==> config.mk <==
export PLATFORM = sky130hd
export DESIGN_NAME = dlse_ctrl
export DESIGN_NICKNAME = d
export VERILOG_FILES = /design/src/rtl/dlse_pkg.sv /design/src/rtl/dlse_ctrl.sv
export SDC_FILE = /design/constraint.sdc
export NUM_CORES = 1
export LEC_CHECK = 0
export ABC_AREA = 1
export BUFFER_PORTS_ARGS = -buffer_cell sky130_fd_sc_hd__buf_2
export CORE_MARGIN = 4
export CORE_UTILIZATION = 35
export CTS_CLUSTER_SIZE = 14
export DETAILED_ROUTE_END_ITERATION = 10
export PLACE_DENSITY = 0.73
export SYNTH_ARGS = -nofsm -noshare
export SYNTH_HDL_FRONTEND = slang
export SYNTH_SLANG_ARGS = --single-unit
==> constraint.sdc <==
create_clock -name clk_i -period 2.06 [get_ports clk_i]
set_clock_uncertainty 0.1 [all_clocks]
set_input_delay 0.103 -clock clk_i [delete_from_list [all_inputs] [get_ports clk_i]]
set_output_delay 0.103 -clock clk_i [all_outputs]
set_load 0.1 [all_outputs]
==> src/rtl/dlse_pkg.sv <==
// Package for the dual LIFO stack engine: sizes, operation and status codes,
// and the command and status structs between the controller and the datapath.
// No dependencies.
`default_nettype none

package dlse_pkg;

  // Storage geometry: two stacks of DEPTH elements each, sharing one memory.
  localparam int DEPTH     = 256;
  localparam int ELEM_W    = 32;
  localparam int PTR_W     = $clog2(DEPTH);
  localparam int CNT_W     = PTR_W + 1;
  localparam int ADDR_W    = PTR_W + 1;
  localparam int MEM_DEPTH = 2 * DEPTH;

  // Fixed field widths of the interface.
  localparam int CAP_W     = 9;
  localparam int VALUE_W   = 32;
  localparam int STATUS_W  = 2;
  localparam int COUNT_W   = 9;
  localparam int IN_USER_W = 4;
  localparam int OUT_W     = 48;

  // Configuration register indexes.
  localparam logic CFG_CAP_FIRST  = 1'b0;
  localparam logic CFG_CAP_SECOND = 1'b1;

  // Capacity registers come out of reset at the full depth of a stack.
  localparam logic [CAP_W-1:0] CAP_RESET = 9'd256;

  typedef enum logic [2:0] {
    FUNC_PUSH     = 3'd0,
    FUNC_POP      = 3'd1,
    FUNC_TOP      = 3'd2,
    FUNC_CLEAR    = 3'd3,
    FUNC_REVERSE  = 3'd4,
    FUNC_MOVE_TOP = 3'd5,
    FUNC_APPEND   = 3'd6,
    FUNC_OVERTURN = 3'd7
  } func_e;

  typedef enum logic [STATUS_W-1:0] {
    STS_OK      = 2'd0,
    STS_EMPTY   = 2'd1,
    STS_NO_ROOM = 2'd2
  } status_e;

  // Memory access requested by the controller for the current cycle.
  typedef enum logic [3:0] {
    MEM_NONE,
    MEM_PUSH,
    MEM_RD_DTOP,
    MEM_RD_STOP,
    MEM_MOVE_WR,
    MEM_REV_RD_LO,
    MEM_REV_RD_HI,
    MEM_REV_WR_HI,
    MEM_REV_WR_LO,
    MEM_XFER_RD,
    MEM_XFER_WR
  } mem_op_e;

  typedef enum logic [3:0] {
    ST_IDLE,
    ST_DECIDE,
    ST_RD_WAIT,
    ST_MOVE_WR,
    ST_REV_RD_LO,
    ST_REV_RD_HI,
    ST_REV_WR_HI,
    ST_REV_WR_LO,
    ST_XFER_RD,
    ST_XFER_WR,
    ST_DONE
  } state_e;

  typedef struct packed {
    logic    latch_op;
    logic    set_status;
    status_e status;
    mem_op_e mem_op;
    logic    clear_dc;
    logic    pop_dec;
    logic    latch_rv;
    logic    rev_init;
    logic    xfer_init;
    logic    xfer_fin;
    logic    load_out;
  } cmd_t;

  typedef struct packed {
    func_e func;
    logic  dst_full;
    logic  dst_empty;
    logic  src_empty;
    logic  no_room;
    logic  rev_long;
    logic  rev_more;
    logic  xfer_last;
    logic  out_free;
  } stat_t;

endpackage

`default_nettype wire

==> src/rtl/dlse_ctrl.sv <==
// Controller of the dual LIFO stack engine: the operation sequencer.
// Depends on dlse_pkg for the state, command and status types.
`default_nettype none

module dlse_ctrl (
  input  wire logic           clk_i,
  input  wire logic           rst_ni,
  input  wire logic           in_valid_i,
  output logic                in_ready_o,
  input  wire dlse_pkg::stat_t stat_i,
  output dlse_pkg::cmd_t      cmd_o
);

  dlse_pkg::state_e state_q, state_d;

  // State register.
  always_ff @(posedge clk_i or negedge rst_ni) begin
    if (!rst_ni) begin
      state_q <= dlse_pkg::ST_IDLE;
    end else begin
      state_q <= state_d;
    end
  end

  // Next state.
  always_comb begin
    state_d = state_q;
    unique case (state_q)
      dlse_pkg::ST_IDLE: begin
        if (in_valid_i) state_d = dlse_pkg::ST_DECIDE;
      end
      dlse_pkg::ST_DECIDE: begin
        unique case (stat_i.func)
          dlse_pkg::FUNC_PUSH, dlse_pkg::FUNC_CLEAR: begin
            state_d = dlse_pkg::ST_DONE;
          end
          dlse_pkg::FUNC_POP, dlse_pkg::FUNC_TOP: begin
            state_d = stat_i.dst_empty ? dlse_pkg::ST_DONE : dlse_pkg::ST_RD_WAIT;
          end
          dlse_pkg::FUNC_REVERSE: begin
            state_d = stat_i.rev_long ? dlse_pkg::ST_REV_RD_LO : dlse_pkg::ST_DONE;
          end
          dlse_pkg::FUNC_MOVE_TOP: begin
            state_d = (stat_i.src_empty || stat_i.dst_full) ? dlse_pkg::ST_DONE
                                                            : dlse_pkg::ST_MOVE_WR;
          end
          dlse_pkg::FUNC_APPEND, dlse_pkg::FUNC_OVERTURN: begin
            state_d = (stat_i.src_empty || stat_i.no_room) ? dlse_pkg::ST_DONE
                                                           : dlse_pkg::ST_XFER_RD;
          end
          default: state_d = dlse_pkg::ST_DONE;
        endcase
      end
      dlse_pkg::ST_RD_WAIT:   state_d = dlse_pkg::ST_DONE;
      dlse_pkg::ST_MOVE_WR:   state_d = dlse_pkg::ST_DONE;
      dlse_pkg::ST_REV_RD_LO: state_d = dlse_pkg::ST_REV_RD_HI;
      dlse_pkg::ST_REV_RD_HI: state_d = dlse_pkg::ST_REV_WR_HI;
      dlse_pkg::ST_REV_WR_HI: state_d = dlse_pkg::ST_REV_WR_LO;
      dlse_pkg::ST_REV_WR_LO: begin
        state_d = stat_i.rev_more ? dlse_pkg::ST_REV_RD_LO : dlse_pkg::ST_DONE;
      end
      dlse_pkg::ST_XFER_RD:   state_d = dlse_pkg::ST_XFER_WR;
      dlse_pkg::ST_XFER_WR: begin
        state_d = stat_i.xfer_last ? dlse_pkg::ST_DONE : dlse_pkg::ST_XFER_RD;
      end
      dlse_pkg::ST_DONE: begin
        // The result leaves for the output register; the next item may enter.
        if (stat_i.out_free) begin
          state_d = in_valid_i ? dlse_pkg::ST_DECIDE : dlse_pkg::ST_IDLE;
        end
      end
      default: state_d = dlse_pkg::ST_IDLE;
    endcase
  end

  // Commands and the input ready.
  always_comb begin
    cmd_o      = '0;
    cmd_o.status = dlse_pkg::STS_OK;
    cmd_o.mem_op = dlse_pkg::MEM_NONE;
    in_ready_o = 1'b0;
    unique case (state_q)
      dlse_pkg::ST_IDLE: begin
        in_ready_o     = 1'b1;
        cmd_o.latch_op = in_valid_i;
      end
      dlse_pkg::ST_DECIDE: begin
        cmd_o.set_status = 1'b1;
        unique case (stat_i.func)
          dlse_pkg::FUNC_PUSH: begin
            if (stat_i.dst_full) begin
              cmd_o.status = dlse_pkg::STS_NO_ROOM;
            end else begin
              cmd_o.mem_op = dlse_pkg::MEM_PUSH;
            end
          end
          dlse_pkg::FUNC_POP, dlse_pkg::FUNC_TOP: begin
            if (stat_i.dst_empty) begin
              cmd_o.status = dlse_pkg::STS_EMPTY;
            end else begin
              cmd_o.mem_op = dlse_pkg::MEM_RD_DTOP;
            end
          end
          dlse_pkg::FUNC_CLEAR: cmd_o.clear_dc = 1'b1;
          dlse_pkg::FUNC_REVERSE: cmd_o.rev_init = 1'b1;
          dlse_pkg::FUNC_MOVE_TOP: begin
            if (stat_i.src_empty) begin
              cmd_o.status = dlse_pkg::STS_EMPTY;
            end else if (stat_i.dst_full) begin
              cmd_o.status = dlse_pkg::STS_NO_ROOM;
            end else begin
              cmd_o.mem_op = dlse_pkg::MEM_RD_STOP;
            end
          end
          dlse_pkg::FUNC_APPEND, dlse_pkg::FUNC_OVERTURN: begin
            if (stat_i.src_empty) begin
              cmd_o.status = dlse_pkg::STS_EMPTY;
            end else if (stat_i.no_room) begin
              cmd_o.status = dlse_pkg::STS_NO_ROOM;
            end else begin
              cmd_o.xfer_init = 1'b1;
            end
          end
          default: cmd_o.status = dlse_pkg::STS_OK;
        endcase
      end
      dlse_pkg::ST_RD_WAIT: begin
        cmd_o.latch_rv = 1'b1;
        cmd_o.pop_dec  = (stat_i.func == dlse_pkg::FUNC_POP);
      end
      dlse_pkg::ST_MOVE_WR:   cmd_o.mem_op = dlse_pkg::MEM_MOVE_WR;
      dlse_pkg::ST_REV_RD_LO: cmd_o.mem_op = dlse_pkg::MEM_REV_RD_LO;
      dlse_pkg::ST_REV_RD_HI: cmd_o.mem_op = dlse_pkg::MEM_REV_RD_HI;
      dlse_pkg::ST_REV_WR_HI: cmd_o.mem_op = dlse_pkg::MEM_REV_WR_HI;
      dlse_pkg::ST_REV_WR_LO: cmd_o.mem_op = dlse_pkg::MEM_REV_WR_LO;
      dlse_pkg::ST_XFER_RD:   cmd_o.mem_op = dlse_pkg::MEM_XFER_RD;
      dlse_pkg::ST_XFER_WR: begin
        cmd_o.mem_op   = dlse_pkg::MEM_XFER_WR;
        cmd_o.xfer_fin = stat_i.xfer_last;
      end
      dlse_pkg::ST_DONE: begin
        cmd_o.load_out = stat_i.out_free;
        in_ready_o     = stat_i.out_free;
        cmd_o.latch_op = stat_i.out_free && in_valid_i;
      end
      default: in_ready_o = 1'b0;
    endcase
  end

endmodule

`default_nettype wire

==> results of run 1 <==
[worst max path at each step]
stage                     slack (ns)                    from         to
after global routing            0.02  state_q[0]$_DFFE_PN0P_  cmd_o[14]
after floorplan                -0.12  state_q[2]$_DFFE_PN0P_   cmd_o[6]
after detailed placement        0.29  state_q[0]$_DFFE_PN0P_  cmd_o[14]
final                           0.10  state_q[0]$_DFFE_PN0P_  cmd_o[14]
after global placement          0.33  state_q[2]$_DFFE_PN0P_   cmd_o[7]
after CTS                       0.02  state_q[0]$_DFFE_PN0P_  cmd_o[14]
[stage by stage]
| stage | std cells | worst slack, ns | total power, µW |
|---|---|---|---|
| 2_1_floorplan | 105 | -0.122 | 1120 |
| 3_3_place_gp | 149 | 0.328 | 1310 |
| 3_5_place_dp | 149 | 0.285 | 1320 |
| 4_1_cts | 153 | 0.0218 | 1420 |
| 5_1_grt | 153 | 0.0229 | 1510 |
| 6_report | 153 | 0.104 | 1430 |
[layout by cell type, fill, tap and decap left out]
master	n
nand2_1	26
buf_2	26
inv_1	18
nor2_1	14
nand3_1	8
nor2_2	7
o21ai_0	7
clkbuf_4	4
dfrtp_1	4
nor3_1	3
a21oi_2	2
nor2_4	2
nand2_2	2
nand3b_1	2
o21ai_4	1
and2_4	1
nand3_2	1
inv_6	1
a21oi_1	1
nand4_1	1
o21ai_2	1
o22ai_2	1
nor3_2	1
dlygate4sd3_1	1
buf_4	1
buf_12	1
[cell families after synthesis]
kind of cell / after synthesis / synth area share, %
compound gates: 13 / 13.3
buf+inv: 20 / 14.2
flops: 4 / 18.0
simple gates: 68 / 54.6
[layout make-up]
cell class / count / share of cell area, %
Clock buffer: 3 / 2.74
Inverter: 19 / 9.27
Multi-Input combinational cell: 81 / 52.1
Sequential cell: 4 / 12.2
Tap cell: 16 / 2.43
Timing Repair Buffer: 30 / 21.3
[worst max-delay path: cells and delay by family (launching register included)]
kind | cells | cell delay [ns]
AND/OR/NAND/NOR | 3 | 0.40
AO/OA/AOI/OAI | 1 | 0.13
flip-flops | 1 | 0.44
buffers and inverters | 3 | 0.53
[where the power goes]
part,internal [µW],total (µW),switching (µW)
combinational,242,1170,933
sequential,111,158,46.5
clock,65.2,97.8,32.6
[routing by layer]
metal	up-vias	share of wire (%)	track usage [%]
met4	0	1.1	7.53
met2	27	47	23.2
met3	2	6.5	2.26
met5	-	0	0
li1	393	-	-
met1	312	45	22.5
[timing repair]
action | 4_1_cts | 5_1_grt
buffers inserted | 0 | 0
endpoints found under the hold margin | 4 | 0
setup endpoints to repair | 0 | 2
gates resized for setup | 0 | 3
hold buffers | 1 | 0
[synth_stat cells]
library cell	instances	share of area, %
nand3_1	8	7.2
nand3_2	1	1.8
a21oi_1	3	2.7
inv_2	1	0.67
o21ai_0	7	6.3
nor2_1	19	13
nand2_1	26	18
nor3_1	4	3.6
o21ai_2	2	3.1
and2_1	1	1.1
nor2_2	4	4.5
nand2_2	2	2.2
inv_1	18	12
nand3b_1	2	2.7
nand4_1	1	1.1
dfrtp_1	4	18
o22ai_1	1	1.1
buf_4	1	1.3
==> flow_summary_export.csv, run 1 <==
group,metric,value,unit
clock_network,cts_buffers,3,
finish,area_growth,47.9,%
sta,setup_viol,0,
clock_network,cts_max_path_buffers,2,
clock_network,clkLatencyLatePin,0.24,ns
route,wl_per_cell,10.4,µm
clock_network,cts-root-buf,"clkbuf_4",
clock_network,htreeDepth,1,
sta,hold_slack,0.0291,ns
die,dieArea,2290,µm²
power,power_leakage,0.000475,µW
power,powerDensity,1740,nW/µm²
sta,tightest_slew,0.488,ns
worst_setup_path,slowest_stage,"dfrtp_1",
grt,track_usage,15.8,%
sta,fin_tns_setup,0,ns
worst_setup_path,r2r_end,"state_q[0]$_DFFE_PN0P_",
die,dieHeight,47.9,µm
sta,finalCritPeriodShare,95.0,%
worst_hold_path,hold_depth,3,
yosys,syn-instance-count,105,
yosys,ys_seq_area_share,18.0,%
route,drc,0,
worst_setup_path,max_stage_delay,0.44,ns
grt,grt_overflow_total,0,
yosys,ys_warn_count,0,
clock_network,cts_tree,"built",
worst_setup_path,cp_max_fo,5,
sta,min_period,1.96,ns
route,first_iter_violations,25,
worst_setup_path,cp_common_cell,"inv_1",
place,placed_area,786,µm²
route,via_per_inst,4.80,
sta,max_clock_freq,511,MHz
yosys,synth-seq-cells,4,
worst_setup_path,startpoint_type,"flop",
route,via_count,734,
yosys,syn_area,557,µm²
finish,regArea,100,µm²
route,firstDrtPassIters,4,
grt,grt_pass1_wl,2600,µm
finish,antennaDiodeCount,0,
worst_setup_path,cp-end-kind,"output port",
die,core-area,1510,µm²
place,dp_hpwl,1340,µm
grt,grt_max_degree,9,
finish,final_util,54.7,%
die,rows,14,
place,portBuffers,29,
worst_setup_path,r2r_slack,0.68,ns
worst_setup_path,path_cells,"inv_1, nand2_1, nor2_2, inv_1, o21ai_4, and2_4, clkbuf_4",
status,status,"finished clean",
worst_setup_path,worstSetupPathType,"reg -> out",
finish,regMostFlops,"state_q",
finish,drive_gt1_share,38.0,%
worst_setup_path,cp.required,1.86,ns
die,start_util,37.0,%
place,gp_congestion,0.877,
sta,finalHoldViolCount,0,
sta,rsz0062_at_grt,"false",
worst_hold_path,hold_path.class,"in -> reg",
die,die_w,47.9,µm
grt,grt_pass1_vias,636,
power,ir_worst_vdd,0.00109,V
worst_hold_path,hold_start,"stat_i[3]",
route,drt-total-wl,1600,µm
yosys,syn_nets,119,
job,drv_cap,0,
route,antenna_left,0,
finish,fin_nets,153,
finish,largestRegisters,"state_q (4)",
worst_setup_path,r2r_cells,7,
sta,maxSlewViolCount,0,
grt,antenna_found_initial,0,
worst_hold_path,worstHoldEndpoint,"state_q[2]$_DFFE_PN0P_",
die,io_pins,30,
finish,n_fill_cell,160,
yosys,avgSynthCellArea,5.30,µm²
clock_network,clock_sinks,4,
yosys,synth_cell_types,18,
worst_setup_path,worst_r2r_startpoint,"state_q[2]$_DFFE_PN0P_",
sta,relSlewSlack,67.7,%
finish,fin_area,823,µm²
clock_network,clkTransAtPathRegs,0.04,ns
worst_setup_path,arrival,1.75,ns
finish,multi_input_area,429,µm²
finish,largest_reg_flops,4,
(Power assumes the default switching activity.)
==> run 2: changes to the inputs <==
--- a/config.mk
+++ b/config.mk
@@ -11,6 +11,7 @@
 export CORE_UTILIZATION = 35
 export CTS_CLUSTER_SIZE = 14
 export DETAILED_ROUTE_END_ITERATION = 10
+export HOLD_SLACK_MARGIN = 0.12
 export PLACE_DENSITY = 0.73
 export SYNTH_ARGS = -nofsm -noshare
 export SYNTH_HDL_FRONTEND = slang
==> run 2 against run 1 <==
Register-to-register slack got worse by 0.53 ns. Non-clock buffer count rose by 4. Wire length rose by 4.8%. Critical endpoint unchanged. Largest cell class unchanged.
==> flow_summary_export.csv, run 2 (synthesized netlist as in run 1, its figures left out) <==
group,metric,value,unit
power,p_clk_share,6.7,%
clock_network,cts_max_path_buffers,2,
finish,largestRegisters,"state_q (4)",
worst_setup_path,slowest_stage,"dfrtp_1",
sta,max_clock_freq,512,MHz
worst_hold_path,hold_path.class,"in -> reg",
sta,rsz0062_at_grt,"false",
clock_network,clock_sinks,4,
place,dp.cells,149,
route,first_iter_violations,18,
route,firstDrtPassIters,4,
sta,tightest_slew,0.493,ns
die,dieHeight,47.9,µm
die,start_util,37.0,%
die,io_pins,30,
finish,drive_gt1_share,36.9,%
clock_network,clkLatencyLatePin,0.23,ns
finish,layout.cells.non_filler,157,
worst_setup_path,cp.required,1.86,ns
place,dp_hpwl,1340,µm
die,dieArea,2290,µm²
sta,maxSlewViolCount,0,
place,portBuffers,29,
clock_network,clkTransAtPathRegs,0.04,ns
die,rows,14,
clock_network,htreeDepth,1,
die,die_w,47.9,µm
clock_network,cts_tree,"built",
power,p_int,423,µW
worst_setup_path,cp_max_fo,5,
clock_network,cts-root-buf,"clkbuf_4",
grt,track_usage,16.5,%
worst_setup_path,max_stage_delay,0.44,ns
worst_setup_path,cp_common_cell,"inv_1",
finish,regMostFlops,"state_q",
sta,setup_viol,0,
sta,fin_tns_setup,0,ns
clock_network,cts_buffers,3,
worst_setup_path,arrival,1.75,ns
sta,finalCritPeriodShare,94.9,%
power,combPwrFrac,82.4,%
power,ir_worst_vdd,0.00109,V
power,power_leakage,0.000494,µW
worst_setup_path,cp-end-kind,"output port",
finish,antennaDiodeCount,0,
worst_setup_path,path_cells,"inv_1, nand2_1, nor2_2, inv_1, o21ai_4, and2_4, clkbuf_4",
route,via_count,756,
route,via_per_inst,4.82,
power,switching_share,70.5,%
power,switchingPower,1010,µW
route,antenna_left,0,
finish,fin_nets,157,
finish,final_cell_mix,"nand2_1, buf_2, inv_1",
grt,grt_max_degree,9,
place,gp_congestion,0.877,
worst_setup_path,startpoint_type,"flop",
worst_setup_path,worstSetupPathType,"reg -> out",
grt,grt_pass1_wl,2700,µm
power,pwr-share-seq,10.9,%
grt,antenna_found_initial,0,
worst_setup_path,crit_family,"buffers and inverters",
worst_setup_path,path_buf_inv,3,
grt,grt_pass1_vias,657,
finish,area_growth,55.1,%
finish,largest_reg_flops,4,
power,powerDensity,1660,nW/µm²
die,core-area,1510,µm²
route,wl_per_cell,10.7,µm
job,drv_cap,0,
sta,relSlewSlack,67.4,%
route,drt-total-wl,1680,µm
status,status,"finished clean",
sta,finalHoldViolCount,0,
grt,grt_overflow_total,0,
clock_network,post-cts-setup-buffers,0,
route,drc,0,
sta,min_period,1.95,ns
-- run 2: changes by cell type in the layout (fill, tap and decap cells not counted), sizes merged --
| cell | change |
|---|---|
| dlygate4sd3 | +4 |
-- run 2: layer usage --
layer	up-vias	global-route usage, %	part of all wire [%]
li1	403	-	-
met1	325	23.2	44
met2	26	24.8	48
met3	2	2.26	6.3
met4	0	7.53	1.0
met5	-	0	0
-- run 2: final timing paths --
| path | from | endpoint | slack [ns] | cells past startpoint |
|---|---|---|---|---|
| min | stat_i[1] | state_q[1]$_DFFE_PN0P_ | 0.15 | 5 |
| min reg2reg | state_q[1]$_DFFE_PN0P_ | state_q[3]$_DFFE_PN0P_ | 0.70 | 3 |
| max reg2reg | state_q[2]$_DFFE_PN0P_ | state_q[2]$_DFFE_PN0P_ | 0.15 | 6 |
| max in group asynchronous | rst_ni | state_q[1]$_DFFE_PN0P_ | 1.05 | 3 |
| max | state_q[0]$_DFFE_PN0P_ | cmd_o[14] | 0.11 | 7 |
| min in group asynchronous | rst_ni | state_q[2]$_DFFE_PN0P_ | 0.65 | 3 |
-- run 2: final cells by class --
type                       count  area, µm²
timing repair buffer          34        215
fill                         157        643
multi-input combinational     81        429
clock buffer                   3       22.5
tap                           16       20.0
sequential                     4        100
inverter                      19       76.3
-- run 2: power by group through the flow --
| stage | registers [µW] | logic (µW) | clock network, µW |
|---|---|---|---|
| final | 157 | 1180 | 95.6 |
| after CTS | 156 | 1170 | 96.4 |
| after floorplan | 147 | 977 | 0 |
| after detailed placement | 155 | 1160 | 0 |
| after global routing | 161 | 1250 | 98.6 |
| after global placement | 152 | 1150 | 0 |
-- run 2: timing repair --
item	CTS	global route
hold buffers	5	0
hold endpoints to repair	6	0
resized for setup	0	3
endpoints found under the setup margin	0	2
-- run 2: worst min-delay path, cell delays in order --
cell and delay, ns:
buf_2 0.07, inv_1 0.04, nor2_2 0.11, nor3_1 0.05, nand3_1 0.06
-- run 2: per-stage QoR --
stage	hold WS, ns	instance area, µm²	setup WS [ns]	util (%)	total power [µW]
finish	0.152	863	0.105	57.3	1440
global route	0.187	863	0.0229	57.3	1510
CTS	0.151	858	0.0218	57.0	1430
detailed placement	-0.191	786	0.285	52.2	1320
global placement	-0.193	786	0.328	52.2	1310
floorplan	-0.293	613	-0.122	-	1120
==> run 3: changes to the inputs <==
--- a/config.mk
+++ b/config.mk
@@ -7,12 +7,15 @@
 export LEC_CHECK = 0
 export ABC_AREA = 1
 export BUFFER_PORTS_ARGS = -buffer_cell sky130_fd_sc_hd__buf_2
+export CELL_PAD_IN_SITES_DETAIL_PLACEMENT = 1
+export CELL_PAD_IN_SITES_GLOBAL_PLACEMENT = 2
 export CORE_MARGIN = 4
-export CORE_UTILIZATION = 35
+export CORE_UTILIZATION = 21
 export CTS_CLUSTER_SIZE = 14
 export DETAILED_ROUTE_END_ITERATION = 10
 export HOLD_SLACK_MARGIN = 0.12
-export PLACE_DENSITY = 0.73
+export PLACE_DENSITY = 0.91
+export SETUP_SLACK_MARGIN = 0.05
 export SYNTH_ARGS = -nofsm -noshare
 export SYNTH_HDL_FRONTEND = slang
 export SYNTH_SLANG_ARGS = --single-unit
==> run 3 against run 2 <==
Hold slack worse by 0.046 ns. Final cell count increased by 8.3%. Flip-flop and latch count did not move. Largest power group unchanged. Power rose by 0.66%. Fmax grew 2.7%. Sequential share of layout area down 0.25 points. Clock power rose by 4.1%. Critical path depth down 3. Combinational power about the same.
==> flow_summary_export.csv, run 3 (synthesized netlist as in run 1, its figures left out) <==
group,metric,value,unit
worst_setup_path,startpoint_type,"flop",
worst_setup_path,slowest_stage,"buf_2",
sta,min_period,1.90,ns
worst_setup_path,cp-end-kind,"output port",
clock_network,cts_max_path_buffers,2,
job,drv_cap,0,
place,portBuffers,29,
clock_network,clkTransAtPathRegs,0.04,ns
place,dp.cells,163,
sta,setup_viol,0,
place,place_ws,0.287,ns
sta,finalCritPeriodShare,92.4,%
grt,grt_overflow_total,0,
finish,area_growth,58.4,%
sta,relSlewSlack,67.5,%
finish,largestRegisters,"state_q (4)",
worst_hold_path,hold_path.class,"in -> reg",
die,die_w,59.5,µm
route,wl_per_cell,11.9,µm
clock_network,cts_tree,"built",
worst_setup_path,cp_common_cell,"nor2_2",
power,power_leakage,0.000487,µW
finish,fin_area,882,µm²
clock_network,htreeDepth,1,
grt,grt_pass1_wl,3390,µm
finish,regMostFlops,"state_q",
place,dp_hpwl,1720,µm
finish,layout.cells.non_filler,170,
sta,max_clock_freq,525,MHz
die,dieArea,3540,µm²
clock_network,clock_sinks,4,
clock_network,clkLatencyLatePin,0.24,ns
route,drt-total-wl,2020,µm
finish,drive_gt1_share,37.1,%
power,combPwrFrac,82.1,%
sta,tightest_slew,0.492,ns
worst_setup_path,cp_max_fo,6,
power,ir_worst_vdd,0.00109,V
worst_setup_path,arrival,1.70,ns
route,drc,0,
finish,final_cell_mix,"nand2_1, buf_2, inv_1",
worst_setup_path,path_cells,"nor2_2, nand3_2, nor2_2, buf_2",
sta,maxSlewViolCount,0,
route,antenna_left,0,
clock_network,cts-root-buf,"clkbuf_4",
power,p_int,430,µW
route,first_iter_violations,3,
die,start_util,22.3,%
finish,antennaDiodeCount,0,
sta,finalHoldViolCount,0,
die,core-area,2500,µm²
clock_network,post-cts-setup-buffers,0,
route,via_per_inst,4.61,
grt,track_usage,12.1,%
grt,grt_max_degree,9,
sta,worst_slack,0.157,ns
die,rows,18,
grt,antenna_found_initial,0,
worst_setup_path,cp.required,1.86,ns
clock_network,cts_buffers,3,
finish,final_common_cell,"nand2_1",
power,p_clk_share,6.9,%
place,placed_area,803,µm²
die,io_pins,30,
worst_setup_path,worstSetupPathType,"reg -> out",
worst_setup_path,max_stage_delay,0.44,ns
power,pwr-share-seq,11.0,%
finish,fin_nets,156,
grt,grt_pass1_vias,814,
sta,hold_slack,0.106,ns
power,switching_share,70.3,%
sta,rsz0062_at_grt,"true",
power,powerDensity,1640,nW/µm²
power,switchingPower,1020,µW
route,via_count,783,
route,firstDrtPassIters,4,
die,dieHeight,59.5,µm
finish,largest_reg_flops,4,
place,gp_congestion,0.821,
status,status,"finished clean",
run 3: per-layer routing:
layer  part of all wire, %  wire [µm]  GRT usage (%)
met1                    46        919           15.0
met3                   4.1         83           1.96
met4                  0.55         11           1.90
met5                     0          0              0
met2                    50       1000           22.0
run 3: final timing paths:
kind | depth (start not counted) | startpoint | to | slack (ns)
worst max-delay path | 4 | state_q[2]$_DFFE_PN0P_ | cmd_o[3] | 0.16
worst min-delay path | 3 | stat_i[2] | state_q[2]$_DFFE_PN0P_ | 0.11
worst max register to register | 7 | state_q[2]$_DFFE_PN0P_ | state_q[0]$_DFFE_PN0P_ | 0.63
worst min register to register | 3 | state_q[3]$_DFFE_PN0P_ | state_q[2]$_DFFE_PN0P_ | 0.62
max in group asynchronous | 3 | rst_ni | state_q[1]$_DFFE_PN0P_ | 0.99
min in group asynchronous | 3 | rst_ni | state_q[2]$_DFFE_PN0P_ | 0.69
run 3: stage by stage:
stage / utilization, % / total power, µW / TNS, ns
floorplan: - / 1120 / -0.167
global placement: 32.1 / 1310 / 0
detailed placement: 32.1 / 1320 / 0
CTS: 34.7 / 1440 / 0
global route: 35.3 / 1530 / 0
finish: 35.3 / 1450 / 0
run 3: repair_timing:
item | in CTS | in global routing
endpoints found under the setup margin | 1 | 5
gates resized for setup | 1 | 5
hold buffers | 4 | 0
hold endpoints to repair | 6 | 0
run 3: worst max-delay path: cells and delay by family, from the launching register on:
family	cells	cell delay (ns)
buffers and inverters	1	0.44
flip-flops	1	0.43
AND/OR/NAND/NOR	3	0.59
run 3: area by class of cell:
| class | instances | area [µm²] |
|---|---|---|
| multi-input cells | 81 | 429 |
| fillers | 339 | 1620 |
| clock buffers | 3 | 22.5 |
| inverters | 19 | 76.3 |
| flip-flops and latches | 4 | 100 |
| repair buffers | 33 | 216 |
| well taps | 30 | 37.5 |
run 3: power groups by stage:
stage	Sequential [µW]	Combinational, µW	Clock, µW
2_1_floorplan	147	977	0
3_3_place_gp	157	1150	0
3_5_place_dp	159	1160	0
4_1_cts	158	1180	104
5_1_grt	164	1260	107
6_report	160	1190	99.5
